<file path="config.mk">
export PLATFORM = sky130hd
export DESIGN_NAME = subtitle_text_sample_sanitizer_flat
export DESIGN_NICKNAME = d
export VERILOG_FILES = /design/src/hdl/ssan_pkg.sv /design/src/hdl/ssan_chan_if.sv /design/src/hdl/ssan_front.sv /design/src/hdl/ssan_fifo.sv /design/src/hdl/ssan_back.sv /design/src/hdl/subtitle_text_sample_sanitizer.sv /design/src/flat_wrapper.sv
export SDC_FILE = /design/constraint.sdc
export NUM_CORES = 1
export LEC_CHECK = 0
export ABC_CLOCK_PERIOD_IN_PS = 6000
export BUFFER_PORTS_ARGS = -buffer_cell sky130_fd_sc_hd__buf_2
export CORE_MARGIN = 2
export CORE_UTILIZATION = 25
export CTS_CLUSTER_DIAMETER = 100
export DETAILED_ROUTE_END_ITERATION = 12
export SLEW_MARGIN = 20
export SYNTH_ARGS = -nofsm -noshare
export SYNTH_HDL_FRONTEND = slang
export SYNTH_SLANG_ARGS = --single-unit
</file>
<file path="constraint.sdc">
create_clock -name clk -period 6 [get_ports clk]
set_clock_uncertainty 0.1 [all_clocks]
set_input_delay 1.2 -clock clk [delete_from_list [all_inputs] [get_ports clk]]
set_output_delay 1.2 -clock clk [all_outputs]
set_load 0.02 [all_outputs]
</file>
<file path="src/hdl/ssan_pkg.sv">
// ---------------------------------------------------------------------------
// ssan_pkg: shared types and constants of the subtitle text sanitizer
// Character codes, result kinds, the operation record passed from the
// front end to the back end, and the sizes derived from the bounds.
// ---------------------------------------------------------------------------
package ssan_pkg;

  // Bounds
  localparam int MAX_PENDING_BREAKS = 16;
  localparam int MAX_RESULTS        = 56;
  localparam int HDR_LEN            = 20;
  localparam int SLEN_W             = 17;
  localparam int FIFO_DEPTH         = 4;

  localparam int PEND_W     = $clog2(MAX_PENDING_BREAKS + 1);
  localparam int HDR_IDX_W  = $clog2(HDR_LEN);
  localparam int RES_W      = $clog2(MAX_RESULTS + 1);
  localparam int FIFO_PTR_W = $clog2(FIFO_DEPTH);
  localparam int FIFO_CNT_W = $clog2(FIFO_DEPTH + 1);

  // Character codes
  localparam logic [7:0] CH_NUL    = 8'h00;
  localparam logic [7:0] CH_LF     = 8'h0A;
  localparam logic [7:0] CH_CR     = 8'h0D;
  localparam logic [7:0] CH_LT     = 8'h3C;
  localparam logic [7:0] CH_GT     = 8'h3E;
  localparam logic [7:0] CH_LBRACE = 8'h7B;
  localparam logic [7:0] CH_RBRACE = 8'h7D;
  localparam logic [7:0] CH_BSLASH = 8'h5C;
  localparam logic [7:0] CH_N      = 8'h4E;

  // Result kinds
  localparam logic [1:0] KIND_TEXT  = 2'd0;
  localparam logic [1:0] KIND_END   = 2'd1;
  localparam logic [1:0] KIND_EMPTY = 2'd2;

  // Operation classes handed to the back end
  typedef enum logic [1:0] {
    OP_CHAR  = 2'd0,
    OP_BREAK = 2'd1,
    OP_END   = 2'd2
  } op_code_t;

  typedef struct packed {
    op_code_t   op;
    logic [7:0] ch;
    logic       last;   // final operation caused by its input byte
  } op_t;

  typedef struct packed {
    logic [7:0] out_byte;
    logic [1:0] kind;
    logic       overflow;
  } result_t;

endpackage

</file>
<file path="src/hdl/ssan_chan_if.sv">
// ---------------------------------------------------------------------------
// ssan channel interfaces
// Valid/ready channels for raw sample bytes and for sanitized results.
// ---------------------------------------------------------------------------
interface ssan_in_if import ssan_pkg::*; ();
  logic              valid;
  logic              ready;
  logic [7:0]        byte_value;
  logic [SLEN_W-1:0] sample_length;
  logic              is_final;

  modport source (output valid, byte_value, sample_length, is_final, input ready);
  modport sink   (input valid, byte_value, sample_length, is_final, output ready);
endinterface

interface ssan_out_if ();
  logic       valid;
  logic       ready;
  logic [7:0] out_byte;
  logic [1:0] kind;
  logic       overflow;
  logic       run_last;

  modport source (output valid, out_byte, kind, overflow, run_last, input ready);
  modport sink   (input valid, out_byte, kind, overflow, run_last, output ready);
endinterface

</file>
<file path="src/hdl/ssan_front.sv">
// ---------------------------------------------------------------------------
// ssan_front: byte classifier
// Tracks the position in the sample, decides the length prefix, applies NUL,
// CR, tag and brace filtering and turns each byte into zero to three
// operations (char, break, end), handed out one per cycle when not stalled.
// ---------------------------------------------------------------------------
module ssan_front import ssan_pkg::*; (
  input  logic    clk,
  input  logic    rst,
  ssan_in_if.sink sample,
  output logic    op_valid,
  input  logic    op_ready,
  output op_t     op
);

  // Position in the sample: first byte, second byte, rest of the sample
  typedef enum logic [2:0] {
    POS_FIRST  = 3'b001,
    POS_SECOND = 3'b010,
    POS_BODY   = 3'b100
  } pos_t;

  typedef struct packed {
    logic     keep;
    op_code_t op;
    logic     tag;
    logic     stp;
  } take_t;

  // One byte through the text filter
  function automatic take_t take_byte(input logic [7:0] c, input logic tag,
                                      input logic stp);
    take_t t;
    t.keep = 1'b0;
    t.op   = OP_CHAR;
    t.tag  = tag;
    t.stp  = stp;
    if (!stp) begin
      case (c)
        CH_NUL: t.stp = 1'b1;
        CH_CR:  t.keep = 1'b0;
        CH_LF: begin
          t.keep = 1'b1;
          t.op   = OP_BREAK;
        end
        CH_LT:  t.tag = 1'b1;
        CH_GT:  t.tag = 1'b0;
        default: t.keep = !tag && (c != CH_LBRACE) && (c != CH_RBRACE);
      endcase
    end
    return t;
  endfunction

  pos_t        pos;
  pos_t        pos_next;
  logic [7:0]  held;
  logic        in_tag;
  logic        stopped;
  logic        tag_next;
  logic        stp_next;
  op_t         exp_q [3];
  logic [1:0]  exp_cnt;

  logic        accept;
  logic        push;
  logic [15:0] plen;
  logic        prefix_ok;
  logic [7:0]  first_src;
  take_t       t0;
  take_t       t1;
  op_t         cand [3];
  logic [2:0]  cand_v;
  op_t         list [3];
  logic [1:0]  list_n;

  // Handshakes
  assign op_valid     = (exp_cnt != 2'd0);
  assign op           = exp_q[0];
  assign push         = op_valid && op_ready;
  assign sample.ready = (exp_cnt == 2'd0) || ((exp_cnt == 2'd1) && op_ready);
  assign accept       = sample.valid && sample.ready;

  // Classification and operation list
  always_comb begin
    plen      = {held, sample.byte_value};
    prefix_ok = (plen != 16'd0) &&
                (({2'b00, plen} + 18'd2) <= {1'b0, sample.sample_length});
    first_src = (pos == POS_SECOND) ? held : sample.byte_value;
    t0        = take_byte(first_src, in_tag, stopped);
    t1        = take_byte(sample.byte_value, t0.tag, t0.stp);

    cand[0] = '{op: t0.op, ch: first_src, last: 1'b0};
    cand[1] = '{op: t1.op, ch: sample.byte_value, last: 1'b0};
    cand[2] = '{op: OP_END, ch: 8'h00, last: 1'b0};
    cand_v  = 3'b000;
    tag_next = in_tag;
    stp_next = stopped;

    unique case (pos)
      POS_FIRST: begin
        cand_v[0] = sample.is_final && t0.keep;
      end
      POS_SECOND: begin
        cand_v[0] = !prefix_ok && t0.keep;
        cand_v[1] = !prefix_ok && t1.keep;
        if (!prefix_ok) begin
          tag_next = t1.tag;
          stp_next = t1.stp;
        end
      end
      default: begin
        cand_v[0] = t0.keep;
        tag_next  = t0.tag;
        stp_next  = t0.stp;
      end
    endcase
    cand_v[2] = sample.is_final;

    if (sample.is_final) begin
      tag_next = 1'b0;
      stp_next = 1'b0;
      pos_next = POS_FIRST;
    end else begin
      pos_next = (pos == POS_FIRST) ? POS_SECOND : POS_BODY;
    end

    // pack kept operations to the front, flag the last one
    list   = cand;
    list_n = 2'd0;
    for (int i = 0; i < 3; i++) begin
      if (cand_v[i]) begin
        list[list_n] = cand[i];
        list_n       = list_n + 2'd1;
      end
    end
    if (list_n != 2'd0) begin
      list[list_n - 2'd1].last = 1'b1;
    end
  end

  // Control state
  always_ff @(posedge clk) begin
    if (rst) begin
      pos     <= POS_FIRST;
      in_tag  <= 1'b0;
      stopped <= 1'b0;
      exp_cnt <= 2'd0;
    end else if (accept) begin
      pos     <= pos_next;
      in_tag  <= tag_next;
      stopped <= stp_next;
      exp_cnt <= list_n;
    end else if (push) begin
      exp_cnt <= exp_cnt - 2'd1;
    end
  end

  // Expansion slots and held first byte
  always_ff @(posedge clk) begin
    if (accept) begin
      exp_q <= list;
      if (pos == POS_FIRST) begin
        held <= sample.byte_value;
      end
    end else if (push) begin
      exp_q[0] <= exp_q[1];
      exp_q[1] <= exp_q[2];
    end
  end

  // A final byte always returns the classifier to the start of a sample
  a_final_restarts: assert property (@(posedge clk) disable iff (rst)
    accept && sample.is_final |=> (pos == POS_FIRST) && !in_tag && !stopped)
    else $error("classifier state not cleared after final byte");

endmodule

</file>
<file path="src/hdl/ssan_fifo.sv">
// ---------------------------------------------------------------------------
// ssan_fifo: operation queue
// Small first-word-fall-through queue between the classifier and the
// expander so that each side can stall on its own.
// ---------------------------------------------------------------------------
module ssan_fifo import ssan_pkg::*; (
  input  logic clk,
  input  logic rst,
  input  logic wr_valid,
  output logic wr_ready,
  input  op_t  wr_data,
  output logic rd_valid,
  input  logic rd_ready,
  output op_t  rd_data
);

  op_t                   slots [FIFO_DEPTH];
  logic [FIFO_PTR_W-1:0] wptr;
  logic [FIFO_PTR_W-1:0] rptr;
  logic [FIFO_CNT_W-1:0] cnt;
  logic                  wr;
  logic                  rd;

  assign wr_ready = (cnt != FIFO_CNT_W'(FIFO_DEPTH));
  assign rd_valid = (cnt != '0);
  assign rd_data  = slots[rptr];
  assign wr       = wr_valid && wr_ready;
  assign rd       = rd_valid && rd_ready;

  // Pointers and fill count
  always_ff @(posedge clk) begin
    if (rst) begin
      wptr <= '0;
      rptr <= '0;
      cnt  <= '0;
    end else begin
      if (wr) begin
        wptr <= (wptr == FIFO_PTR_W'(FIFO_DEPTH - 1)) ? '0 : wptr + 1'b1;
      end
      if (rd) begin
        rptr <= (rptr == FIFO_PTR_W'(FIFO_DEPTH - 1)) ? '0 : rptr + 1'b1;
      end
      case ({wr, rd})
        2'b10:   cnt <= cnt + 1'b1;
        2'b01:   cnt <= cnt - 1'b1;
        default: cnt <= cnt;
      endcase
    end
  end

  // Storage
  always_ff @(posedge clk) begin
    if (wr) begin
      slots[wptr] <= wr_data;
    end
  end

  a_fill_tracks: assert property (@(posedge clk) disable iff (rst)
    wr && !rd |=> cnt == $past(cnt) + 1'b1)
    else $error("queue fill count lost a write");

endmodule

</file>
<file path="src/hdl/ssan_back.sv">
// ---------------------------------------------------------------------------
// ssan_back: operation expander
// Carries out queued operations: sends the dialogue header, holds trailing
// breaks and a trailing backslash, expands them when later text arrives and
// emits one result per cycle when not stalled. A staging slot marks the last
// result of each input byte before it enters the output register.
// ---------------------------------------------------------------------------
module ssan_back import ssan_pkg::*; (
  input  logic        clk,
  input  logic        rst,
  input  logic        op_valid,
  output logic        op_ready,
  input  op_t         op,
  ssan_out_if.source  dialogue
);

  localparam logic [HDR_LEN*8-1:0] HDR_TEXT = "0,0,Default,,0,0,0,,";

  // Working state
  logic                 hs;
  logic [HDR_IDX_W-1:0] hdr_idx;
  logic [PEND_W-1:0]    pend;
  logic                 half;
  logic                 hb;
  logic                 ovf;
  logic [RES_W-1:0]     res_cnt;

  logic                 hs_next;
  logic [HDR_IDX_W-1:0] hdr_idx_next;
  logic [PEND_W-1:0]    pend_next;
  logic                 half_next;
  logic                 hb_next;
  logic                 ovf_next;

  // Staging slot and output register
  logic    stg_valid;
  logic    stg_final;
  result_t stg;
  logic    ov;
  result_t odata;
  logic    orl;

  logic    out_free;
  logic    go;
  logic    is_bs;
  logic    is_n;
  logic    wants_flush;
  logic    flushing;
  logic    comp_text;
  logic    need_text;
  logic    emit;
  logic    pop;
  logic    last_pop;
  logic    r_gen;
  logic    pend_room;
  logic    stg_move;
  logic    move_last;
  result_t r;

  assign out_free = !ov || dialogue.ready;
  assign go       = op_valid && (!stg_valid || out_free);

  // Next step of the head operation
  always_comb begin
    is_bs     = (op.ch == CH_BSLASH);
    is_n      = (op.ch == CH_N);
    pend_room = (pend < PEND_W'(MAX_PENDING_BREAKS));

    unique case (op.op) inside
      OP_CHAR:          wants_flush = is_n ? !hb : (is_bs ? hb : 1'b1);
      OP_BREAK, OP_END: wants_flush = hb;
      default:          wants_flush = 1'b0;
    endcase
    flushing  = wants_flush && ((pend != '0) || hb);
    comp_text = (op.op == OP_CHAR) && !is_bs && !(is_n && hb);
    need_text = flushing || comp_text;

    hs_next      = hs;
    hdr_idx_next = hdr_idx;
    pend_next    = pend;
    half_next    = half;
    hb_next      = hb;
    ovf_next     = ovf;
    emit         = 1'b0;
    pop          = 1'b0;
    r            = '{out_byte: 8'h00, kind: KIND_TEXT, overflow: 1'b0};

    if (need_text && !hs) begin
      // header goes ahead of the first text byte
      emit       = 1'b1;
      r.out_byte = HDR_TEXT[8 * (HDR_LEN - 1 - int'(hdr_idx)) +: 8];
      if (hdr_idx == HDR_IDX_W'(HDR_LEN - 1)) begin
        hs_next      = 1'b1;
        hdr_idx_next = '0;
      end else begin
        hdr_idx_next = hdr_idx + 1'b1;
      end
    end else if (flushing) begin
      // held breaks first, then the held backslash
      emit = 1'b1;
      if (pend != '0) begin
        if (half) begin
          r.out_byte = CH_N;
          half_next  = 1'b0;
          pend_next  = pend - 1'b1;
        end else begin
          r.out_byte = CH_BSLASH;
          half_next  = 1'b1;
        end
      end else begin
        r.out_byte = CH_BSLASH;
        hb_next    = 1'b0;
      end
    end else begin
      pop = 1'b1;
      unique case (op.op)
        OP_CHAR: begin
          if (is_n && hb) begin
            hb_next = 1'b0;
            if (pend_room) pend_next = pend + 1'b1;
            else           ovf_next  = 1'b1;
          end else if (is_bs) begin
            hb_next = 1'b1;
          end else begin
            emit       = 1'b1;
            r.out_byte = op.ch;
          end
        end
        OP_BREAK: begin
          if (pend_room) pend_next = pend + 1'b1;
          else           ovf_next  = 1'b1;
        end
        OP_END: begin
          emit         = 1'b1;
          r.kind       = hs ? KIND_END : KIND_EMPTY;
          r.overflow   = ovf;
          hs_next      = 1'b0;
          hdr_idx_next = '0;
          pend_next    = '0;
          half_next    = 1'b0;
          hb_next      = 1'b0;
          ovf_next     = 1'b0;
        end
        default: hb_next = hb;
      endcase
    end

    last_pop  = pop && op.last;
    r_gen     = emit && (res_cnt != RES_W'(MAX_RESULTS));
    stg_move  = stg_valid && out_free && (stg_final || (go && (r_gen || last_pop)));
    move_last = stg_final || (go && last_pop && !r_gen);
  end

  assign op_ready = go && pop;

  // Control state
  always_ff @(posedge clk) begin
    if (rst) begin
      hs        <= 1'b0;
      hdr_idx   <= '0;
      pend      <= '0;
      half      <= 1'b0;
      hb        <= 1'b0;
      ovf       <= 1'b0;
      res_cnt   <= '0;
      stg_valid <= 1'b0;
      stg_final <= 1'b0;
      ov        <= 1'b0;
    end else begin
      if (go) begin
        hs      <= hs_next;
        hdr_idx <= hdr_idx_next;
        pend    <= pend_next;
        half    <= half_next;
        hb      <= hb_next;
        ovf     <= ovf_next;
        if (last_pop)   res_cnt <= '0;
        else if (r_gen) res_cnt <= res_cnt + 1'b1;
      end
      if (go && r_gen) begin
        stg_valid <= 1'b1;
        stg_final <= last_pop;
      end else if (stg_move) begin
        stg_valid <= 1'b0;
        stg_final <= 1'b0;
      end
      if (stg_move)            ov <= 1'b1;
      else if (dialogue.ready) ov <= 1'b0;
    end
  end

  // Payload registers
  always_ff @(posedge clk) begin
    if (go && r_gen) begin
      stg <= r;
    end
    if (stg_move) begin
      odata <= stg;
      orl   <= move_last;
    end
  end

  assign dialogue.valid    = ov;
  assign dialogue.out_byte = odata.out_byte;
  assign dialogue.kind     = odata.kind;
  assign dialogue.overflow = odata.overflow;
  assign dialogue.run_last = orl;

  a_pend_bound: assert property (@(posedge clk) disable iff (rst)
    pend <= PEND_W'(MAX_PENDING_BREAKS))
    else $error("pending break count above bound");

  a_half_pair: assert property (@(posedge clk) disable iff (rst)
    half |-> pend != '0)
    else $error("half-sent break with no pending break");

  a_final_staged: assert property (@(posedge clk) disable iff (rst)
    stg_final |-> stg_valid)
    else $error("last-result mark on empty staging slot");

endmodule

</file>
<file path="src/hdl/subtitle_text_sample_sanitizer.sv">
// ---------------------------------------------------------------------------
// subtitle_text_sample_sanitizer: text subtitle sample cleanup
// Throughput: one byte per cycle for plain text when the output is not stalled;
//   a final byte that keeps its character, an unprefixed second byte keeping
//   both or a two-byte sample holds the input until all its operations queue.
// Results leave one per cycle while accepted; header bytes, expanded breaks
//   (two bytes) and a held backslash each go out as one result per byte.
// Path: a byte's lone result passes the classifier slot, the operation queue,
//   the staging slot and the output register once the header is out.
// Reset: synchronous, clears all control state; no clearing pass needed.
// ---------------------------------------------------------------------------
module subtitle_text_sample_sanitizer import ssan_pkg::*; (
  input  logic        clk,
  input  logic        rst,
  ssan_in_if.sink     sample,
  ssan_out_if.source  dialogue
);

  logic f_valid;
  logic f_ready;
  op_t  f_op;
  logic b_valid;
  logic b_ready;
  op_t  b_op;

  // Classifier
  ssan_front u_front (
    .clk      (clk),
    .rst      (rst),
    .sample   (sample),
    .op_valid (f_valid),
    .op_ready (f_ready),
    .op       (f_op)
  );

  // Decoupling queue
  ssan_fifo u_fifo (
    .clk      (clk),
    .rst      (rst),
    .wr_valid (f_valid),
    .wr_ready (f_ready),
    .wr_data  (f_op),
    .rd_valid (b_valid),
    .rd_ready (b_ready),
    .rd_data  (b_op)
  );

  // Expander
  ssan_back u_back (
    .clk      (clk),
    .rst      (rst),
    .op_valid (b_valid),
    .op_ready (b_ready),
    .op       (b_op),
    .dialogue (dialogue)
  );

endmodule
</file>
<file path="src/flat_wrapper.sv">
// flat-port wrapper written by rule: the top's interface ports become plain ports
module subtitle_text_sample_sanitizer_flat import ssan_pkg::*;
  (clk, rst, sample_valid, sample_byte_value, sample_sample_length, sample_is_final, sample_ready, dialogue_valid, dialogue_out_byte, dialogue_kind, dialogue_overflow, dialogue_run_last, dialogue_ready);
  ssan_in_if sample_i ();
  ssan_out_if dialogue_i ();
  input  logic clk;
  input  logic rst;
  input wire logic [$bits(sample_i.valid)-1:0] sample_valid;
  input wire logic [$bits(sample_i.byte_value)-1:0] sample_byte_value;
  input wire logic [$bits(sample_i.sample_length)-1:0] sample_sample_length;
  input wire logic [$bits(sample_i.is_final)-1:0] sample_is_final;
  output wire logic [$bits(sample_i.ready)-1:0] sample_ready;
  output wire logic [$bits(dialogue_i.valid)-1:0] dialogue_valid;
  output wire logic [$bits(dialogue_i.out_byte)-1:0] dialogue_out_byte;
  output wire logic [$bits(dialogue_i.kind)-1:0] dialogue_kind;
  output wire logic [$bits(dialogue_i.overflow)-1:0] dialogue_overflow;
  output wire logic [$bits(dialogue_i.run_last)-1:0] dialogue_run_last;
  input wire logic [$bits(dialogue_i.ready)-1:0] dialogue_ready;
  assign sample_i.valid = sample_valid;
  assign sample_i.byte_value = sample_byte_value;
  assign sample_i.sample_length = sample_sample_length;
  assign sample_i.is_final = sample_is_final;
  assign sample_ready = sample_i.ready;
  assign dialogue_valid = dialogue_i.valid;
  assign dialogue_out_byte = dialogue_i.out_byte;
  assign dialogue_kind = dialogue_i.kind;
  assign dialogue_overflow = dialogue_i.overflow;
  assign dialogue_run_last = dialogue_i.run_last;
  assign dialogue_i.ready = dialogue_ready;
  subtitle_text_sample_sanitizer u_core (.clk(clk), .rst(rst), .sample(sample_i), .dialogue(dialogue_i));
endmodule
</file>
### Word-level counts from Yosys, hierarchy flattened

Memory sizes are Yosys's and may differ from the RTL's. A register that Yosys moved wholly into a read port is not among the register bits.
Cells that the tools add are included.

| word-level totals | value |
|---|---|
| bits of input ports | 30 |
| output and inout bits | 14 |
| logic and storage cells | 279 |
| bits in writable memories | 44 |
| flip-flop bits (word level) | 101 |
| memories kept | 1 |

| cells by class | value |
|---|---|
| reductions and logical operators | 80 |
| equality and inequality tests | 36 |
| muxes and demuxes | 96 |
| bitwise operators | 9 |
| $lt $le $gt $ge | 8 |
| $add $sub $neg | 14 |
| shift-type cells | 1 |

Memory list:

| name | depth | width | read ports | clocked after Yosys merged registers in | wr ports | line | RTL |
|---|---|---|---|---|---|---|---|
| u_core.u_fifo.slots | 4 | 11 | 1 | 1 | 1 | ssan_fifo.sv:17 | `op_t slots [FIFO_DEPTH];` |

Operators by type and width:

| kind | count |
|---|---|
| $shiftx A160 B9 Y8 const A | 1 |
| $mux W33 | 3 |
| $bwmux W33 | 2 |
| $demux W11 S2 | 3 |
| $mux W5 | 12 |
| $mux W8 | 7 |
| $mux W22 | 2 |
| $mux W1 | 39 |
| $eq A8 B4 Y1 const B | 4 |
| $eq A8 B6 Y1 const B | 4 |
| $ne A8 B7 Y1 const B | 4 |
| $and A30 B30 Y30 | 1 |
| $logic_and A1 B1 Y1 | 30 |
| $not A30 Y30 | 1 |
| $mux W11 | 2 |
| $pmux W1 S2 | 10 |
| $mux W2 | 9 |
| $reduce_bool A2 Y1 | 9 |
| $add A16 B2 Y17 const B | 1 |
| $le A17 B17 Y1 | 1 |
| $eq A8 B7 Y1 const B | 2 |
| $logic_not A8 Y1 | 2 |
| $reduce_bool A16 Y1 | 1 |
| $pmux W5 S3 | 1 |
| 43 further kinds | 93 |

### Logic depth before layout (Yosys ltp)

| depth | value |
|---|---|
| depth in word-level cells | 26 |
| gate-level depth with buffers | 24 |
| mapped depth without buffers | 22 |

### By module

From an unflattened synthesis, not the netlist that was laid out.

| unflattened totals | value |
|---|---|
| cells, all modules | 749 |
| area total of the unflattened synthesis | 7975.1 sq um |

Modules (own cells, without submodules):

| module | area each (sq um) | cells each | times used |
|---|---|---|---|
| ssan_front | 3090.5 | 336 | 1 |
| ssan_back | 2810.2 | 304 | 1 |
| ssan_fifo | 2074.5 | 109 | 1 |

### Least setup slack after synthesis

OpenSTA, ideal clock, no wires.

| timing | value |
|---|---|
| path kind | in2reg |
| start point | input sample_byte_value[3] |
| end point | register u_core.u_front.exp_q (netlist bit u_core.u_front.op[2]), data pin |
| data required time | 5.639 ns |
| arrival time | 4.706 ns |
| cell stages on the path | 22 |
| setup time | 0.261 ns |
| setup slack | 0.933 ns |
| cells stage by stage | clkbuf_1 -> nand3_1 -> nor2_1 -> nand2_1 -> nor2_1 -> nand3_1 -> nor2_1 -> xor2_1 -> ha_1 -> a21oi_1 -> o21ai_0 -> a211oi_1 -> a31oi_1 -> o21ai_0 -> nor2_1 -> inv_1 -> ha_1 -> nand2_1 -> nand2_1 -> clkbuf_1 -> nor3_1 -> a221o_1 |

| between the ends | value |
|---|---|
| longest elaborated chain between the ends | 23 |
| elaborated cells between the ends (all ways) | 67 |
| those cells by class | add/sub: 4; order compare: 5; eq/ne: 12; mux: 23; bitwise: 5; reduce/logical: 18 |

Ends and longest elaborated chain:

| element | line | RTL |
|---|---|---|
| start: declaration | flat_wrapper.sv:9 | `input wire logic [$bits(sample_i.byte_value)-1:0] sample_byte_value;` |
| parallel branches: the longest is 21 deep, another holds $add A16 B2 Y17 | -- |  |
| $mux W33 (*) | ssan_front.sv:136 | `if (list_n != 2'd0) begin` |
| $mux W22 (*) | ssan_front.sv:160 | `if (accept) begin` |
| end signal: assignment | ssan_front.sv:161 | `exp_q <= list;` |
| end: declaration | ssan_front.sv:61 | `op_t exp_q [3];` |

Every way passes the cells marked *.
A chain may end at the register's enable or synchronous reset.

### Worst setup path after layout

Same ends and word-level chain as after synthesis.

==> impl_metrics.csv <==
group,metric,value,unit
status,outcome,"completed",
clocking,htreeDepth,4,
clocking,cts.sinks,137,
die,num_io_pins,44,
synthesis,synth_edf_count,98,
critical_path,critPathKind,"in2reg",
die,rows,63,
route,wl_met1,7.51,mm
critical_path,slowest_delay,0.45,ns
route,post-route-drc-count,0,
timing,setup_ws,0.903,ns
timing,relSlewSlack,38.5,%
final_layout,diodes,0,
place,dp_cells,1125,
timing,fmax,0.196,GHz
synthesis,yosysMostFrequentCell,"edfxtp_1",
clocking,clk_pin_slew_worst_paths,0.06,ns
synthesis,synthTopCellsByArea,"edfxtp_1, dfxtp_1, ha_1",
route,wl,15.8,mm
global_routing,antenna_found_initial,0,
die,die_w,178,um
final_layout,area_growth,15.5,%
critical_path,cp.required,6.06,ns
die,core_area,29700,um2
final_layout,final_cells,1157,
pwr,power_density,455,nW/um2
synthesis,ys_async_sr_fraction,0,%
clocking,cts_tree,"done",
clocking,clk_latency,0.42,ns
global_routing,grtUsageTotal,10.5,%
clocking,cts_resized,0,
route,drt_iter0_drc,401,
critical_path,r2r_cells,14,
global_routing,grt_pass1_vias,5359,
critical_path,arrival,5.16,ns
final_layout,drive_above_1_share,14.7,%
timing,setup_tns,0,ns
synthesis,synth_top_area_share,39.0,%
timing,max_slew.worst_pin.slew,0.921,ns
clocking,root_buffer,"clkbuf_16",
synthesis,ys.flop_type,"edfxtp_1",
job,cap_violations,0,
timing,layout_min_cycle_time,5.10,ns
synthesis,synthTopCellsByCount,"edfxtp_1, nor2_1, nand2_1",
synthesis,post_synth_num_cell_types,77,
hold_path,hold_class,"reg2reg",
synthesis,synth_seq_cells,137,
pwr,peakVddDrop,0.234,mV
critical_path,crit_top_cell,"nor2_1",
timing,rsz0062_at_grt,"false",
critical_path,startpoint_type,"input port",
global_routing,grt_max_degree,32,
route,top_layer,"met4",
route,ant_nets,0,
critical_path,path_cells,"buf_2 -> nand3_1 -> nor2_1 -> nand2_1 -> nor2_1 -> nand3_1 -> nor2_1 -> xor2_1 -> ha_1 -> a21oi_1 -> o21ai_0 -> a211oi_1 -> a31oi_1 -> o21ai_0 -> nor2_1 -> inv_1 -> ha_1 -> nand2_1 -> nand2_1 -> nor2_1 -> a221o_1",
clocking,cts_made_buffers,17,
route,routed-wl-met3,683,um
die,die_h,178,um
timing,min_period_over_period,84.9,%
route,wl_met2,7.42,mm
route,first_pass_iters,5,
synthesis,ys_seq_area_share,49.3,%
timing,hold_viol,0,
die,start_util,25.4,%
hold_path,hold_path_depth,0,
critical_path,crit_fanout,15,
synthesis,synth.avg_cell_area,10.4,um2
synthesis,syn_nets,793,
synthesis,syn_inst,723,
timing,hold_ws,0.317,ns
place,port_buffers,43,
route,via_per_inst,4.71,
place,dp_hpwl,11.2,mm
die,die_area,31600,um2
place,preCtsSetupSlack,0.482,ns
pwr,leakage,3.24,nW
route,wl_per_cell,13.6,um
synthesis,yosys_warnings,0,
clocking,cts_buffer_depth,2,
clocking,post-cts-setup-buffers,0,
final_layout,final_nets,824,
route,vias,5454,
critical_path,end_kind,"flop",
critical_path,cpMaxStageDelayCell,"o21ai_0",
synthesis,synth_area_leader_cell,"edfxtp_1",
clocking,hold_buffers,0,
global_routing,grt_pass1_wl,26.7,mm
synthesis,syn-cell-area,7550,um2
timing,setup_viol,0,
timing,drv_slew,0,
global_routing,gr-total-overflow,0,
place,place_congestion,0.814,
-- registers in the layout, summed over array words and instances (netlist names), 2 cells and up, named ones only --
signal	flops
u_core.u_back.res_cnt	6
u_core.u_back.hdr_idx	5
u_core.u_front.exp_q	12
u_core.u_fifo.wptr	2
u_core.u_back.dialogue.kind	2
u_core.u_fifo.cnt	3
u_core.u_front.held	8
u_core.u_back.stg	11
u_core.u_fifo.rptr	2
u_core.u_back.pend	5
u_core.u_back.dialogue.out_byte	8
u_core.u_front.exp_cnt	2
u_core.u_front.op	11
u_core.u_fifo.slots	44
u_core.u_front.pos	3
-- report_power, final --
part | internal [mW] | leakage, nW | total [mW] | switching (mW)
logic | 0.479 | 1.70 | 1.34 | 0.861
clock network | 0.606 | 0.290 | 1.02 | 0.412
registers | 1.43 | 1.25 | 1.61 | 0.178
total | 2.52 | 3.24 | 3.97 | 1.45
-- cells in the final DEF, fill, tap and decap left out, types with 7 or more instances in the layout --
master	Yosys	layout
clkbuf_16	0	20
or3_1	8	8
nand2b_1	10	10
a21oi_1	49	48
nor4_1	8	8
dfxtp_1	39	39
nor2b_1	7	7
mux2i_1	12	12
o21ai_0	29	29
inv_1	49	49
buf_2	3	43
mux4_2	10	10
nand4_1	11	11
ha_1	39	39
edfxtp_1	98	98
a31oi_1	9	9
and2_1	8	8
nand2_1	60	60
nor3_1	22	22
and3_1	14	14
nand3_1	20	20
xor2_1	10	10
nor2_1	66	66
xnor2_1	12	12
-- cells by family (layout without fill, tap and decap cells) --
| logic type | count (synthesis) | in the layout | synth area share [%] |
|---|---|---|---|
| xor+xnor | 22 | 22 | 2.55 |
| compound gates | 154 | 154 | 13.6 |
| buf+inv | 84 | 128 | 4.37 |
| simple gates | 257 | 257 | 17.5 |
| mux | 29 | 29 | 6.01 |
| fa+ha+maj | 40 | 40 | 6.72 |
| flops | 137 | 137 | 49.3 |
-- final timing paths --
check / from / to / slack, ns
worst max register to register: flop / u_core.u_fifo.cnt[2]$_SDFFE_PP0P_ / 1.58
worst min-delay path: u_core.u_back.stg[4]$_DFFE_PP_ / u_core.u_back.dialogue.out_byte[1]$_DFFE_PP_ / 0.32
worst max-delay path: sample_byte_value[3] / u_core.u_front.op[2]$_DFFE_PP_ / 0.90
worst min register to register: u_core.u_back.stg[4]$_DFFE_PP_ / u_core.u_back.dialogue.out_byte[1]$_DFFE_PP_ / 0.32
-- critical path, delay by kind of cell --
family                   cells  cell delay, ns
XOR/XNOR                     1            0.16
AO/OA/AOI/OAI                6            1.42
AND/OR/NAND/NOR             10            1.58
adder cells (fa/ha/maj)      2            0.46
buffers and inverters        2            0.33
-- layer usage --
metal	vias to the layer above	GRT usage [%]
met5	-	0
met4	0	3.48
met3	14	2.08
met2	124	17.3
met1	2589	13.7
li1	2727	-
-- per-stage QoR --
stage / util (%) / total power, mW / instance area (um2)
after detailed placement: 27.4 / 2.97 / 8140
final: 29.4 / 3.97 / 8730
after global placement: 27.4 / 2.93 / 8140
after CTS: 29.4 / 4.00 / 8720
after floorplan: - / 2.61 / 7550
after global routing: 29.4 / 4.25 / 8730
-- layout make-up --
type                    instances  area (um2)
fillers                      2997       21000
flip-flops and latches        137        3720
multi-input cells             502        3500
clock buffers                  21         504
well taps                     390         488
repair buffers                 46         238
inverters                      50         188
clock inverters                11        80.1
No activity file was read; power rests on OpenSTA's default activity.
